**config.mk**
```make
export PLATFORM = sky130hd
export DESIGN_NAME = two_queue_page_replacement
export DESIGN_NICKNAME = d
export VERILOG_FILES = /design/src/tqpr_pkg.sv /design/src/tqpr_ram.sv /design/src/tqpr_front.sv /design/src/tqpr_back.sv /design/src/two_queue_page_replacement.sv
export SDC_FILE = /design/constraint.sdc
export NUM_CORES = 2
export LEC_CHECK = 0
export BUFFER_PORTS_ARGS = -buffer_cell sky130_fd_sc_hd__buf_2
export CORE_AREA = 2 2 282 493
export CTS_CLUSTER_DIAMETER = 30
export DETAILED_ROUTE_END_ITERATION = 10
export DIE_AREA = 0 0 284 495
export PLACE_DENSITY = 0.78
export REMOVE_ABC_BUFFERS = 1
export SYNTH_ARGS = -nofsm -noshare
export SYNTH_HDL_FRONTEND = slang
export SYNTH_HIERARCHICAL = 1
export SYNTH_SLANG_ARGS = --single-unit
```
**constraint.sdc**
```tcl
create_clock -name clock -period 10.05 [get_ports clock]
set_input_delay 1.5075 -clock clock [delete_from_list [all_inputs] [get_ports clock]]
set_output_delay 1.5075 -clock clock [all_outputs]
set_load 0.005 [all_outputs]
```
**src/tqpr_pkg.sv**
```systemverilog
// Package with the shared types and constants of the two-queue page replacement block.
`timescale 1ns / 1ps
`default_nettype none
package tqpr_pkg;

   localparam int FRAMES_DEF      = 16;
   localparam int PIN_BITS_DEF    = 8;
   localparam int PAGE_W          = 64;
   localparam int FIDX_W          = 4;
   localparam int LIMIT_W         = 5;
   localparam logic [LIMIT_W-1:0] LIMIT_RESET = 5'd16;

   typedef enum logic {
      ACT_FIX   = 1'b0,
      ACT_UNFIX = 1'b1
   } action_type;

   typedef enum logic [1:0] {
      ST_OK          = 2'd0,
      ST_FULL        = 2'd1,
      ST_NOT_RES     = 2'd2,
      ST_PIN_LIMIT   = 2'd3
   } status_type;

   typedef struct packed {
      action_type        action;
      logic [PAGE_W-1:0] page_id;
      logic              dirty_flag;
   } req_type;

   typedef struct packed {
      status_type        status;
      logic              hit;
      logic [FIDX_W-1:0] frame_index;
      logic              read_needed;
      logic              evicted;
      logic [PAGE_W-1:0] evicted_page_id;
      logic              writeback;
   } rsp_type;

endpackage
`default_nettype wire

```
**src/tqpr_ram.sv**
```systemverilog
// Generic single-write, single-read RAM with registered read data.
`timescale 1ns / 1ps
`default_nettype none
module tqpr_ram #(
   parameter int WIDTH = 64,
   parameter int DEPTH = 16
) (
   input  wire logic                     clock,
   input  wire logic                     wr_en,
   input  wire logic [$clog2(DEPTH)-1:0] wr_addr,
   input  wire logic [WIDTH-1:0]         wr_data,
   input  wire logic [$clog2(DEPTH)-1:0] rd_addr,
   output logic      [WIDTH-1:0]         rd_data
);
   logic [WIDTH-1:0] mem_ff [DEPTH];

   always_ff @(posedge clock) begin
      if (wr_en) begin
         mem_ff[wr_addr] <= wr_data;
      end
      rd_data <= mem_ff[rd_addr];
   end
endmodule
`default_nettype wire

```
**src/tqpr_front.sv**
```systemverilog
// Front end: accepts requests and holds them in a two-entry queue for the back end.
`timescale 1ns / 1ps
`default_nettype none
module tqpr_front (
   input  wire logic             clock,
   input  wire logic             reset,
   input  wire logic             start,
   input  wire tqpr_pkg::req_type req_in,
   output logic                  busy,
   output logic                  q_valid,
   output tqpr_pkg::req_type     q_item,
   input  wire logic             q_pop
);
   import tqpr_pkg::*;

   req_type     buf_ff [2];
   logic        wr_ptr_ff, wr_ptr_in;
   logic        rd_ptr_ff, rd_ptr_in;
   logic [1:0]  cnt_ff, cnt_in;
   logic        push;
   logic        pop;

   assign busy    = (cnt_ff == 2'd2);
   assign q_valid = (cnt_ff != 2'd0);
   assign q_item  = buf_ff[rd_ptr_ff];
   assign push    = start && !busy;
   assign pop     = q_pop && q_valid;

   always_comb begin
      wr_ptr_in = push ? !wr_ptr_ff : wr_ptr_ff;
      rd_ptr_in = pop ? !rd_ptr_ff : rd_ptr_ff;
      cnt_in    = cnt_ff + {1'b0, push} - {1'b0, pop};
   end

   always_ff @(posedge clock) begin
      if (reset) begin
         wr_ptr_ff <= 1'b0;
         rd_ptr_ff <= 1'b0;
         cnt_ff    <= 2'd0;
      end else begin
         wr_ptr_ff <= wr_ptr_in;
         rd_ptr_ff <= rd_ptr_in;
         cnt_ff    <= cnt_in;
      end
      if (push) begin
         buf_ff[wr_ptr_ff] <= req_in;
      end
   end
endmodule
`default_nettype wire

```
**src/tqpr_back.sv**
```systemverilog
// Back end: looks up the page, walks the FIFO and LRU queues and updates the frame state.
`timescale 1ns / 1ps
`default_nettype none
module tqpr_back #(
   parameter int FRAMES   = tqpr_pkg::FRAMES_DEF,
   parameter int PIN_BITS = tqpr_pkg::PIN_BITS_DEF
) (
   input  wire logic                           clock,
   input  wire logic                           reset,
   input  wire logic [tqpr_pkg::LIMIT_W-1:0]   frame_limit,
   input  wire logic                           q_valid,
   input  wire tqpr_pkg::req_type              q_item,
   output logic                                q_pop,
   output logic                                rsp_strobe,
   output tqpr_pkg::rsp_type                   rsp
);
   import tqpr_pkg::*;

   localparam int FB = $clog2(FRAMES);
   localparam int CB = $clog2(FRAMES + 1);
   localparam logic [PIN_BITS-1:0] PIN_MAX = {PIN_BITS{1'b1}};

   typedef enum logic [11:0] {
      S_IDLE   = 12'b0000_0000_0001,
      S_RD     = 12'b0000_0000_0010,
      S_CMP    = 12'b0000_0000_0100,
      S_DECIDE = 12'b0000_0000_1000,
      S_SCAN   = 12'b0000_0001_0000,
      S_REMOVE = 12'b0000_0010_0000,
      S_APPLRU = 12'b0000_0100_0000,
      S_EVRD   = 12'b0000_1000_0000,
      S_EVCAP  = 12'b0001_0000_0000,
      S_NEWPG  = 12'b0010_0000_0000,
      S_RESP   = 12'b0100_0000_0000,
      S_CLEAN  = 12'b1000_0000_0000
   } state_type;

   state_type          state_ff, state_in;
   req_type            item_ff, item_in;
   logic [CB-1:0]      idx_ff, idx_in;
   logic [FB-1:0]      frm_ff, frm_in;
   logic [FB-1:0]      pos_ff, pos_in;
   logic               found_ff, found_in;
   logic               qsel_ff, qsel_in;
   logic               find_ff, find_in;
   logic [CB-1:0]      used_ff, used_in;
   logic [CB-1:0]      fifo_len_ff, fifo_len_in;
   logic [CB-1:0]      lru_len_ff, lru_len_in;
   logic [PIN_BITS-1:0] pins_ff [FRAMES];
   logic [PIN_BITS-1:0] pins_in [FRAMES];
   logic               dirty_ff [FRAMES];
   logic               dirty_in [FRAMES];
   logic               infifo_ff [FRAMES];
   logic               infifo_in [FRAMES];
   logic [FB-1:0]      fifo_ff [FRAMES];
   logic [FB-1:0]      fifo_in [FRAMES];
   logic [FB-1:0]      lru_ff [FRAMES];
   logic [FB-1:0]      lru_in [FRAMES];
   rsp_type            res_ff, res_in;

   logic [CB-1:0]      limit;
   logic [FB-1:0]      entry;
   logic [CB-1:0]      scan_len;
   logic [CB-1:0]      idx_next;
   logic [FB+FIDX_W-1:0] frm_ext;
   logic               ram_we;
   logic [FB-1:0]      ram_rd_addr;
   logic [PAGE_W-1:0]  ram_q;

   assign limit    = (32'(frame_limit) < FRAMES) ? CB'(frame_limit) : CB'(FRAMES);
   assign entry    = qsel_ff ? lru_ff[idx_ff[FB-1:0]] : fifo_ff[idx_ff[FB-1:0]];
   assign scan_len = qsel_ff ? lru_len_ff : fifo_len_ff;
   assign idx_next = idx_ff + CB'(1);
   assign frm_ext  = {{FIDX_W{1'b0}}, frm_ff};
   assign ram_we   = (state_ff == S_NEWPG);
   assign ram_rd_addr = (state_ff == S_EVRD) ? frm_ff : idx_ff[FB-1:0];
   assign q_pop    = (state_ff == S_IDLE) && q_valid;
   assign rsp_strobe = (state_ff == S_RESP);
   assign rsp      = res_ff;

   tqpr_ram #(.WIDTH(PAGE_W), .DEPTH(FRAMES)) u_page_ram (
      .clock   (clock),
      .wr_en   (ram_we),
      .wr_addr (frm_ff),
      .wr_data (item_ff.page_id),
      .rd_addr (ram_rd_addr),
      .rd_data (ram_q)
   );

   always_comb begin
      state_in    = state_ff;
      item_in     = item_ff;
      idx_in      = idx_ff;
      frm_in      = frm_ff;
      pos_in      = pos_ff;
      found_in    = found_ff;
      qsel_in     = qsel_ff;
      find_in     = find_ff;
      used_in     = used_ff;
      fifo_len_in = fifo_len_ff;
      lru_len_in  = lru_len_ff;
      pins_in     = pins_ff;
      dirty_in    = dirty_ff;
      infifo_in   = infifo_ff;
      fifo_in     = fifo_ff;
      lru_in      = lru_ff;
      res_in      = res_ff;
      case (state_ff)
         S_IDLE: begin
            if (q_valid) begin
               item_in  = q_item;
               idx_in   = '0;
               found_in = 1'b0;
               res_in   = '0;
               state_in = (used_ff == '0) ? S_DECIDE : S_RD;
            end
         end
         S_RD: begin
            state_in = S_CMP;
         end
         S_CMP: begin
            if (ram_q == item_ff.page_id) begin
               found_in = 1'b1;
               frm_in   = idx_ff[FB-1:0];
               state_in = S_DECIDE;
            end else if (idx_next == used_ff) begin
               state_in = S_DECIDE;
            end else begin
               idx_in   = idx_next;
               state_in = S_RD;
            end
         end
         S_DECIDE: begin
            idx_in = '0;
            if (item_ff.action == ACT_UNFIX) begin
               if (!found_ff) begin
                  res_in.status = ST_NOT_RES;
                  state_in = S_RESP;
               end else begin
                  dirty_in[frm_ff] = dirty_ff[frm_ff] | item_ff.dirty_flag;
                  if (pins_ff[frm_ff] != '0) begin
                     pins_in[frm_ff] = pins_ff[frm_ff] - PIN_BITS'(1);
                  end
                  res_in.frame_index = frm_ext[FIDX_W-1:0];
                  if (infifo_ff[frm_ff]) begin
                     state_in = S_RESP;
                  end else begin
                     qsel_in  = 1'b1;
                     find_in  = 1'b1;
                     state_in = S_SCAN;
                  end
               end
            end else if (found_ff) begin
               res_in.hit = 1'b1;
               res_in.frame_index = frm_ext[FIDX_W-1:0];
               if (pins_ff[frm_ff] >= PIN_MAX) begin
                  res_in.status = ST_PIN_LIMIT;
                  state_in = S_RESP;
               end else begin
                  pins_in[frm_ff] = pins_ff[frm_ff] + PIN_BITS'(1);
                  qsel_in  = !infifo_ff[frm_ff];
                  find_in  = 1'b1;
                  state_in = S_SCAN;
               end
            end else if (used_ff < limit) begin
               frm_in   = used_ff[FB-1:0];
               used_in  = used_ff + CB'(1);
               state_in = S_NEWPG;
            end else if (fifo_len_ff != '0) begin
               qsel_in  = 1'b0;
               find_in  = 1'b0;
               state_in = S_SCAN;
            end else if (lru_len_ff != '0) begin
               qsel_in  = 1'b1;
               find_in  = 1'b0;
               state_in = S_SCAN;
            end else begin
               res_in.status = ST_FULL;
               state_in = S_RESP;
            end
         end
         S_SCAN: begin
            if (find_ff ? (entry == frm_ff) : (pins_ff[entry] == '0)) begin
               pos_in   = idx_ff[FB-1:0];
               frm_in   = entry;
               state_in = S_REMOVE;
            end else if (idx_next >= scan_len) begin
               idx_in = '0;
               if (!qsel_ff && lru_len_ff != '0) begin
                  qsel_in = 1'b1;
               end else begin
                  res_in   = '0;
                  res_in.status = ST_FULL;
                  state_in = S_RESP;
               end
            end else begin
               idx_in = idx_next;
            end
         end
         S_REMOVE: begin
            for (int i = 0; i < FRAMES - 1; i++) begin
               if (FB'(i) >= pos_ff) begin
                  if (qsel_ff) begin
                     lru_in[i] = lru_ff[i + 1];
                  end else begin
                     fifo_in[i] = fifo_ff[i + 1];
                  end
               end
            end
            if (qsel_ff) begin
               lru_len_in = lru_len_ff - CB'(1);
            end else begin
               fifo_len_in = fifo_len_ff - CB'(1);
            end
            state_in = find_ff ? S_APPLRU : S_EVRD;
         end
         S_APPLRU: begin
            lru_in[lru_len_ff[FB-1:0]] = frm_ff;
            lru_len_in = lru_len_ff + CB'(1);
            infifo_in[frm_ff] = 1'b0;
            state_in = S_RESP;
         end
         S_EVRD: begin
            state_in = S_EVCAP;
         end
         S_EVCAP: begin
            res_in.evicted = 1'b1;
            res_in.evicted_page_id = ram_q;
            res_in.writeback = dirty_ff[frm_ff];
            state_in = S_NEWPG;
         end
         S_NEWPG: begin
            pins_in[frm_ff]   = PIN_BITS'(1);
            dirty_in[frm_ff]  = 1'b0;
            infifo_in[frm_ff] = 1'b1;
            fifo_in[fifo_len_ff[FB-1:0]] = frm_ff;
            fifo_len_in = fifo_len_ff + CB'(1);
            res_in.status = ST_OK;
            res_in.read_needed = 1'b1;
            res_in.frame_index = frm_ext[FIDX_W-1:0];
            state_in = S_RESP;
         end
         S_RESP: begin
            state_in = S_IDLE;
         end
         default: begin
            state_in = S_IDLE;
         end
      endcase
   end

   always_ff @(posedge clock) begin
      if (reset) begin
         state_ff    <= S_IDLE;
         used_ff     <= '0;
         fifo_len_ff <= '0;
         lru_len_ff  <= '0;
         for (int i = 0; i < FRAMES; i++) begin
            pins_ff[i]   <= '0;
            dirty_ff[i]  <= 1'b0;
            infifo_ff[i] <= 1'b0;
         end
      end else begin
         state_ff    <= state_in;
         used_ff     <= used_in;
         fifo_len_ff <= fifo_len_in;
         lru_len_ff  <= lru_len_in;
         pins_ff     <= pins_in;
         dirty_ff    <= dirty_in;
         infifo_ff   <= infifo_in;
      end
      item_ff  <= item_in;
      idx_ff   <= idx_in;
      frm_ff   <= frm_in;
      pos_ff   <= pos_in;
      found_ff <= found_in;
      qsel_ff  <= qsel_in;
      find_ff  <= find_in;
      fifo_ff  <= fifo_in;
      lru_ff   <= lru_in;
      res_ff   <= res_in;
   end
endmodule
`default_nettype wire

```
**src/two_queue_page_replacement.sv**
```systemverilog
// Top level of the two-queue page replacement block.
//
// A request is taken at a rising edge where start is high and busy is low.
// It carries an action (fix or unfix), a page id and a dirty flag.
// Requests wait in a two-entry queue; busy rises when that queue is full.
// Each request gives exactly one response, shown on the rsp_ ports for one
// cycle while rsp_strobe is high; the receiver cannot hold it off.
// The back end handles one request at a time. The lookup reads the page
// memory one frame at a time until the page is found or the frames in use
// are exhausted; where needed, a queue walk then visits one queue entry per
// cycle. A free frame is taken after the lookup; a moved hit walks its
// queue, removes the entry and puts it at the LRU tail; a replacement
// walks for an unpinned frame, removes it, reads the evicted page id and
// writes the new page. The response strobe ends every request. The user
// must write the frame limit through csr_wr_en and csr_wr_data only while
// the block is idle; the block itself does not enforce this. Reset empties
// both queues, frees all frames and sets the frame limit to sixteen.
`timescale 1ns / 1ps
`default_nettype none
module two_queue_page_replacement #(
   parameter int FRAMES   = tqpr_pkg::FRAMES_DEF,
   parameter int PIN_BITS = tqpr_pkg::PIN_BITS_DEF
) (
   input  wire logic                          clock,
   input  wire logic                          reset,
   input  wire logic                          start,
   output logic                               busy,
   input  wire logic                          req_action,
   input  wire logic [tqpr_pkg::PAGE_W-1:0]   req_page_id,
   input  wire logic                          req_dirty_flag,
   output logic                               rsp_strobe,
   output logic [1:0]                         rsp_status,
   output logic                               rsp_hit,
   output logic [tqpr_pkg::FIDX_W-1:0]        rsp_frame_index,
   output logic                               rsp_read_needed,
   output logic                               rsp_evicted,
   output logic [tqpr_pkg::PAGE_W-1:0]        rsp_evicted_page_id,
   output logic                               rsp_writeback,
   input  wire logic                          csr_wr_en,
   input  wire logic [tqpr_pkg::LIMIT_W-1:0]  csr_wr_data
);
   import tqpr_pkg::*;

   logic [LIMIT_W-1:0] limit_ff;
   req_type            req_in;
   req_type            q_item;
   logic               q_valid;
   logic               q_pop;
   rsp_type            rsp;

   always_comb begin
      req_in.action     = action_type'(req_action);
      req_in.page_id    = req_page_id;
      req_in.dirty_flag = req_dirty_flag;
   end

   always_ff @(posedge clock) begin
      if (reset) begin
         limit_ff <= LIMIT_RESET;
      end else if (csr_wr_en) begin
         limit_ff <= csr_wr_data;
      end
   end

   tqpr_front u_front (
      .clock   (clock),
      .reset   (reset),
      .start   (start),
      .req_in  (req_in),
      .busy    (busy),
      .q_valid (q_valid),
      .q_item  (q_item),
      .q_pop   (q_pop)
   );

   tqpr_back #(.FRAMES(FRAMES), .PIN_BITS(PIN_BITS)) u_back (
      .clock       (clock),
      .reset       (reset),
      .frame_limit (limit_ff),
      .q_valid     (q_valid),
      .q_item      (q_item),
      .q_pop       (q_pop),
      .rsp_strobe  (rsp_strobe),
      .rsp         (rsp)
   );

   assign rsp_status          = rsp.status;
   assign rsp_hit             = rsp.hit;
   assign rsp_frame_index     = rsp.frame_index;
   assign rsp_read_needed     = rsp.read_needed;
   assign rsp_evicted         = rsp.evicted;
   assign rsp_evicted_page_id = rsp.evicted_page_id;
   assign rsp_writeback       = rsp.writeback;
endmodule
`default_nettype wire
```
Word level (Yosys, flattened, before mapping):

Memory sizes are Yosys's and may differ from the RTL's. A register that Yosys moved wholly into a read port is not among the register bits.
Index checks and enable logic that the tools add are counted.

* register bits after elaboration: 414
* latch bits: 0
* RAM bits: 1156
* memory bits (read-only): 0
* bits of input ports: 75
* output and inout port bits: 76
* logic and storage cells: 485
* memories kept: 2

* $add $sub $neg: 10
* multiply operators: 0
* divide/modulo/power cells: 0
* magnitude comparators: 27
* equality and inequality tests: 64
* shift-type cells: 0
* multiplexer cells: 186
* bitwise logic cells: 15
* reductions and logical operators: 80

Memory list
* u_back.u_page_ram.mem_ff: depth 16, width 64, read ports 1, clocked after memory_dff 1, write ports 1, RTL line tqpr_ram.sv:15 `logic [WIDTH-1:0] mem_ff [DEPTH];`
* u_front.buf_ff: depth 2, width 66, read ports 1, clocked after memory_dff 1, write ports 1, RTL line tqpr_front.sv:16 `req_type buf_ff [2];`

Operators with widths (count)
* $mux W128: 5
* $mux W4: 77
* $mux W74: 4
* $bwmux W128: 2
* $pmux W128 S2: 1
* $pmux W60 S2: 2
* $pmux W66 S3: 1
* $bwmux W64: 2
* $and A112 B112 Y112: 1
* $not A112 Y112: 1
* $mux W12: 9
* $pmux W12 S9: 1
* $reduce_and A3 Y1: 33
* $bmux W8 S4: 2
* $eq A64 B64 Y1: 1
* $pmux W16 S2: 2
* $mux W5: 10
* $ne A2 B1 Y1 const B: 25
* $mux W8: 6
* $mux W11: 4
* $and A16 B16 Y16: 2
* $bmux W4 S4: 2
* $demux W4 S4: 2
* $demux W8 S4: 1
* 72 further kinds: 186

Depth between registers and ports, before layout:

* depth in word-level cells: 13
* depth in mapped cells: 16
* mapped depth without buffers: 12

By module:

The synthesis kept the hierarchy.

Modules (own cells, without submodules)
* tqpr_ram: times used 1, cells an instance 1647, area an instance 39581.7 sq um, seq. area each 32030.7 sq um
* tqpr_back: times used 1, cells an instance 2177, area an instance 23263.6 sq um, seq. area each 12251.8 sq um
* tqpr_front: times used 1, cells an instance 232, area an instance 5007.3 sq um, seq. area each 4063.9 sq um
* two_queue_page_replacement: times used 1, cells an instance 16, area an instance 183.9 sq um, seq. area each 100.1 sq um

Worst setup path before layout:

Ideal clock, no wire load.

* path type: register to register
* from: register u_back.idx_ff[0]
* to: register u_back.res_ff, in the netlist u_back/rsp[0] (enable)
* library setup time: 0.653 ns
* arrival time: 9.370 ns
* data required time: 9.397 ns
* path slack: 0.028 ns
* cell stages (with the launch flop): 12
* buffers on the path: 2
* clock period less this slack: 10.022 ns
* path through: edfxtp_1 clkbuf_1 buf_1 mux4_2 mux2i_1 nand3_1 and4_1 a2111oi_0 nor4_1 a211oi_2 a31oi_1 nor4_1

* cells in the longest elaborated chain, start to end: 13
* elaborated cells between the ends (all ways): 20
* classes of those cells: 1 x add/sub; 1 x order compare; 3 x eq/ne; 11 x mux; 2 x bitwise; 2 x reduce/logical

RTL lines
* from (decl): RTL line tqpr_back.sv:40 `logic [CB-1:0] idx_ff, idx_in;`
* from (signal assigned): RTL line tqpr_back.sv:273 `idx_ff <= idx_in;`
* $not A4 Y5 (not written as such): RTL line tqpr_back.sv:71 `assign entry = qsel_ff ? lru_ff[idx_ff[FB-1:0]] : fifo_ff[idx_ff[FB-1:0]];`
* $bmux W4 S4: RTL line tqpr_back.sv:71
* $mux W4 (not written as such) (2 in series): RTL line tqpr_back.sv:71
* $mux W4: RTL line tqpr_back.sv:71
* $not A4 Y5 (not written as such): RTL line tqpr_back.sv:183 `if (find_ff ? (entry == frm_ff) : (pins_ff[entry] == '0)) begin`
* $bmux W8 S4: RTL line tqpr_back.sv:183
* $mux W8 (not written as such) (2 in series): RTL line tqpr_back.sv:183
* $logic_not A8 Y1: RTL line tqpr_back.sv:183
* $mux W1: RTL line tqpr_back.sv:183
* $ne A2 B2 Y1 (no line)
* $reduce_and A5 Y1 (no line) (*)
* to (signal assigned): RTL line tqpr_back.sv:281 `res_ff <= res_in;`
* to (decl): RTL line tqpr_back.sv:59 `rsp_type res_ff, res_in;`

Mark *: on every way between the ends. The rest lies on a longest branch, timed or not. The select of a mux whose other input is x is not followed.
A chain may end at the register's enable or synchronous reset.

Final worst setup path:

* from: register u_back.frm_ff[0]
* to: register u_back/pins_ff[120] (netlist bit)

* cells in the longest elaborated chain, start to end: 10
* elaborated cells between the ends (all ways): 25
* classes of those cells: 2 x add/sub; 3 x order compare; 2 x eq/ne; 13 x mux; 2 x bitwise; 3 x reduce/logical

RTL lines
* from (decl): RTL line tqpr_back.sv:41 `logic [FB-1:0] frm_ff, frm_in;`
* from (signal assigned): RTL line tqpr_back.sv:274 `frm_ff <= frm_in;`
* $not A4 Y5 (not written as such) (*)
* $bmux W8 S4 (tied with other cells)
* $mux W8 (not written as such) or $logic_and A1 B1 Y1 (tied branches)
* $mux W8, on equally long branches
* $add A8 B1 Y8 (tied with other cells): RTL line tqpr_back.sv:160 `pins_in[frm_ff] = pins_ff[frm_ff] + PIN_BITS'(1);`
* $bwmux W128, on equally long branches: RTL line tqpr_back.sv:160, tqpr_back.sv:142
* $mux W128, on equally long branches: RTL line tqpr_back.sv:156, tqpr_back.sv:141
* $mux W128, on equally long branches: RTL line tqpr_back.sv:153, tqpr_back.sv:136
* $mux W128: RTL line tqpr_back.sv:135 `if (item_ff.action == ACT_UNFIX) begin`
* $pmux W128 S2: RTL line tqpr_back.sv:108 `case (state_ff)`
* to (signal assigned): RTL line tqpr_back.sv:268 `pins_ff <= pins_in;`
* to (decl): RTL line tqpr_back.sv:49 `logic [PIN_BITS-1:0] pins_ff [FRAMES];`

Marks and branches as above.

==> metrics.csv <==
stage,metric,value,unit
pwr,swShare,29.8,%
yosys,synthFlopType,sky130_fd_sc_hd__edfxtp_1,
timing,drv_slew,0,
global_route,grt-ovfl-total,0,
yosys,synth_area,68000,µm²
drt,detailed_router_s_first_iteration_violation_count,4440,
pwr,p_leak,26.2,nW
timing,setup_total_negative_slack,0,ns
critical_path,worst_setup_path_end_kind,flop,
critical_path,startpoint,u_back/frm_ff[0],
drt,drtPass1Iterations,6,
cts,cts_made_buffers,190,
place,placed_area,70600,µm²
drt,postRouteWirelength,175000,µm
critical_path,type_of_the_setup_path_with_the_least_slack,flop to flop,
timing,timing_worst_slew_pin_value,1.35,ns
critical_path,cp.depth,12,
finish,finish.instance_area,77500,µm²
cts,cts_tree,done,
yosys,netlist-cell-type-count,77,
place,gp_congestion,0.960,
yosys,synth.ff_latch_count,1700,
pwr,clock_power_share,34.8,%
cts,clk-insertion-delay-late,0.84,ns
drt,remaining_drc_errors,0,
finish,layout_common_cells,"sky130_fd_sc_hd__edfxtp_1 (1440), sky130_fd_sc_hd__nand2_1 (400), sky130_fd_sc_hd__mux4_2 (310), sky130_fd_sc_hd__dfxtp_1 (259), sky130_fd_sc_hd__clkbuf_16 (193)",
timing,worst_slew_margin_rel,9.95,%
pwr,power_report.internal_total,14.9,mW
global_route,largest_net_degree_at_the_start_of_global_routing,145,
job,maxCapViolCount,0,
cts,post_cts_hold_buffer_count,0,
critical_path,worstPathArrival,6.34,ns
critical_path,delay_heaviest_family_cp,simple AND/OR/NAND/NOR gates,
critical_path,timing.critical_path.slowest_cell_delay,0.75,ns
pwr,seq_power_share,45.5,%
yosys,postSynthCellCount,4072,
cts,ctsResizeCount,0,
status,outcome,"complete, no violations",
critical_path,worst_ep_required_time,10.67,ns
critical_path,cp_slowest_cell,sky130_fd_sc_hd__edfxtp_1,
pwr,worst_ir_drop_vdd,0.271,mV
finish,final_net_count,4334,
critical_path,worst_path_most_repeated_cell,sky130_fd_sc_hd__buf_4,
hold_path,min-delay-path-class,flop to flop,
die,placementRows,180,
finish,synthToLayoutAreaGrowth,13.9,%
pwr,power.combinational.fraction,19.6,%
cts,h-tree-depth,4,
drt,detail-route-antenna-nets,0,
die,design.die.area,141000,µm²
critical_path,worst_r2r_path_depth,12,
cts,cts-root-to-sink-buffers,3,
drt,routed_via_density,6.27,
global_route,groute.usage.overall,24.8,%
pwr,power.net_switching,6.34,mW
timing,final_period_minus_worst_setup_slack,5.71,ns
cts,path_clk_slew,0.06,ns
die,dieWidth,284,µm
pwr,cellPowerDensity,275,nW/µm²
die,initial_utilization,49.7,%
timing,fmax,0.175,GHz
place,place.port_buffers,150,
critical_path,timing.critical_path.from_type,flop,
finish,most_common_cell_after_layout_fill_and_taps_aside,sky130_fd_sc_hd__edfxtp_1,
pwr,total_power,21.3,mW
cts,clock_sink_count,1700,
timing,finClkSkew,0.0868,ns
yosys,ys.warnings.count,6,
timing,rsz0062_at_grt,false,
global_route,antenna_found_initial,10,
drt,routed_via_count,39000,
finish,post-route-util,56.6,%
critical_path,r2r-start,u_back/frm_ff[0],
yosys,share_of_async_settable_or_async_resettable_flops_after_synthesis,0,%
critical_path,crit_path_cell_trace,buf_4 > buf_4 > mux4_4 > mux4_2 > or2_1 > or3_1 > or3_1 > o21a_2 > buf_4 > nand2_1 > o21ai_0 > nor2b_1,
cts,postCtsSetupRepairBufs,0,
die,die-height,495,µm
timing,final-setup-viol-count,0,
hold_path,timing.hold.worst.start,u_front/buf_ff[1][25],
cts,cts_root_buf,sky130_fd_sc_hd__clkbuf_16,
yosys,syn_avg_cell_area,16.7,µm²
drt,drt-wirelength-per-cell,28.1,µm
global_route,first_global_vias,40000,
place,sum_of_net_half_perimeters_after_detailed_placement,96800,µm
global_route,global_route_wire_length_before_repair,258000,µm
timing,final_hold_viol_count,0,
yosys,synth_edf_count,1440,
critical_path,cp_num_buf_inv,3,
die,core-area,137000,µm²
finish,post_route_cells_drive_above_1_share,21.4,%
hold_path,hold_depth,1,
die,boundaryPins,151,
timing,fin_crit_sh,56.9,%
yosys,synth-seq-area-share,71.2,%
critical_path,timing.critical_path.fanout_max,46,
[routing by layer]
| layer | GRT usage [%] | part of all wire [%] | routed length (µm) |
|---|---|---|---|
| met5 | 0 | 0.044 | 76 |
| met4 | 13.2 | 5.6 | 9790 |
| met3 | 4.86 | 8.5 | 14900 |
| met2 | 43.8 | 52 | 90800 |
| met1 | 28.4 | 34 | 59200 |
[layout make-up]
type,count,area [µm²]
fill,10100,59400
sequential,1700,48500
multi-input combinational,2095,18400
clock buffer,209,4950
tap,1820,2280
clock inverter,150,1970
timing repair buffer,226,1350
inverter,21,81.3
antenna,3,7.51
[registers in the layout, summed over array words and instances (netlist names), 2 cells and up, named ones only]
signal                     cells
u_back/pos_ff                  4
u_back/dirty_ff               16
u_front/cnt_ff                 2
limit_ff                       5
u_back/rsp                    74
u_back/fifo_ff                64
u_back/frm_ff                  4
u_back/item_ff                66
u_back/state_ff               11
u_back/pins_ff               128
u_back/fifo_len_ff             5
u_front/buf_ff               132
u_back/used_ff                 5
u_back/lru_ff                 64
u_back/u_page_ram/rd_data     64
u_back/lru_len_ff              5
u_back/u_page_ram/mem_ff    1024
u_back/idx_ff                  5
[Yosys cell counts, drive strengths merged (23+ instances only)]
cell type  instances  share of area (%)
buf              114                1.1
o21ai            137                1.0
and2              78               0.72
clkbuf           142               0.78
nand3b           101                1.1
nand2            409                2.4
xor2              76               0.98
mux2              70                1.2
dfxtp            260                7.7
a22oi            180                2.0
nor2             148               0.82
nor3              43               0.32
nand3            109               0.80
nor4              49               0.45
ha                23               0.42
a21oi             70               0.51
mux4             323                 11
edfxtp          1440                 64
mux2i             58               0.85
[metrics by stage]
stage	cells	setup slack (ns)	hold WS [ns]
final	6224	4.34	0.462
after global routing	6222	4.00	0.505
after CTS	6221	4.40	0.458
after detailed placement	5862	4.46	0.473
after global placement	5862	4.53	0.465
after floorplan	3816	-0.640	0.441
[power groups by stage]
stage	clock [mW]	sequential [mW]	combinational, mW
6_report	7.41	9.70	4.18
5_1_grt	7.77	9.81	4.45
4_1_cts	7.50	9.70	4.21
3_5_place_dp	0	9.83	4.11
3_3_place_gp	0	9.76	4.05
2_1_floorplan	0	9.66	3.00
[path summary, 6_finish.rpt]
path / slack [ns] / end
hold reg to reg: 0.46 / u_back/item_ff[25]
setup reg to reg: 4.34 / u_back/pins_ff[120]
setup / recovery: 4.34 / u_back/pins_ff[120]
hold / removal: 0.46 / u_back/item_ff[25]
[cell families after synthesis]
family | synth area share (%)
compound gates | 4.70
xor+xnor | 1.22
fa+ha+maj | 0.482
buf+inv | 2.02
flops | 71.2
mux | 12.8
simple gates | 7.60
[worst register-to-register path, stage by stage, from the launching register on]
cell and delay, ns:
sky130_fd_sc_hd__edfxtp_1 0.75, sky130_fd_sc_hd__buf_4 0.65, sky130_fd_sc_hd__buf_4 0.63, sky130_fd_sc_hd__mux4_4 0.73, sky130_fd_sc_hd__mux4_2 0.53, sky130_fd_sc_hd__or2_1 0.29, sky130_fd_sc_hd__or3_1 0.39, sky130_fd_sc_hd__or3_1 0.38
sky130_fd_sc_hd__o21a_2 0.13, sky130_fd_sc_hd__buf_4 0.31, sky130_fd_sc_hd__nand2_1 0.43, sky130_fd_sc_hd__o21ai_0 0.14, sky130_fd_sc_hd__nor2b_1 0.18
Note: power is estimated with default switching activity, not from simulation.
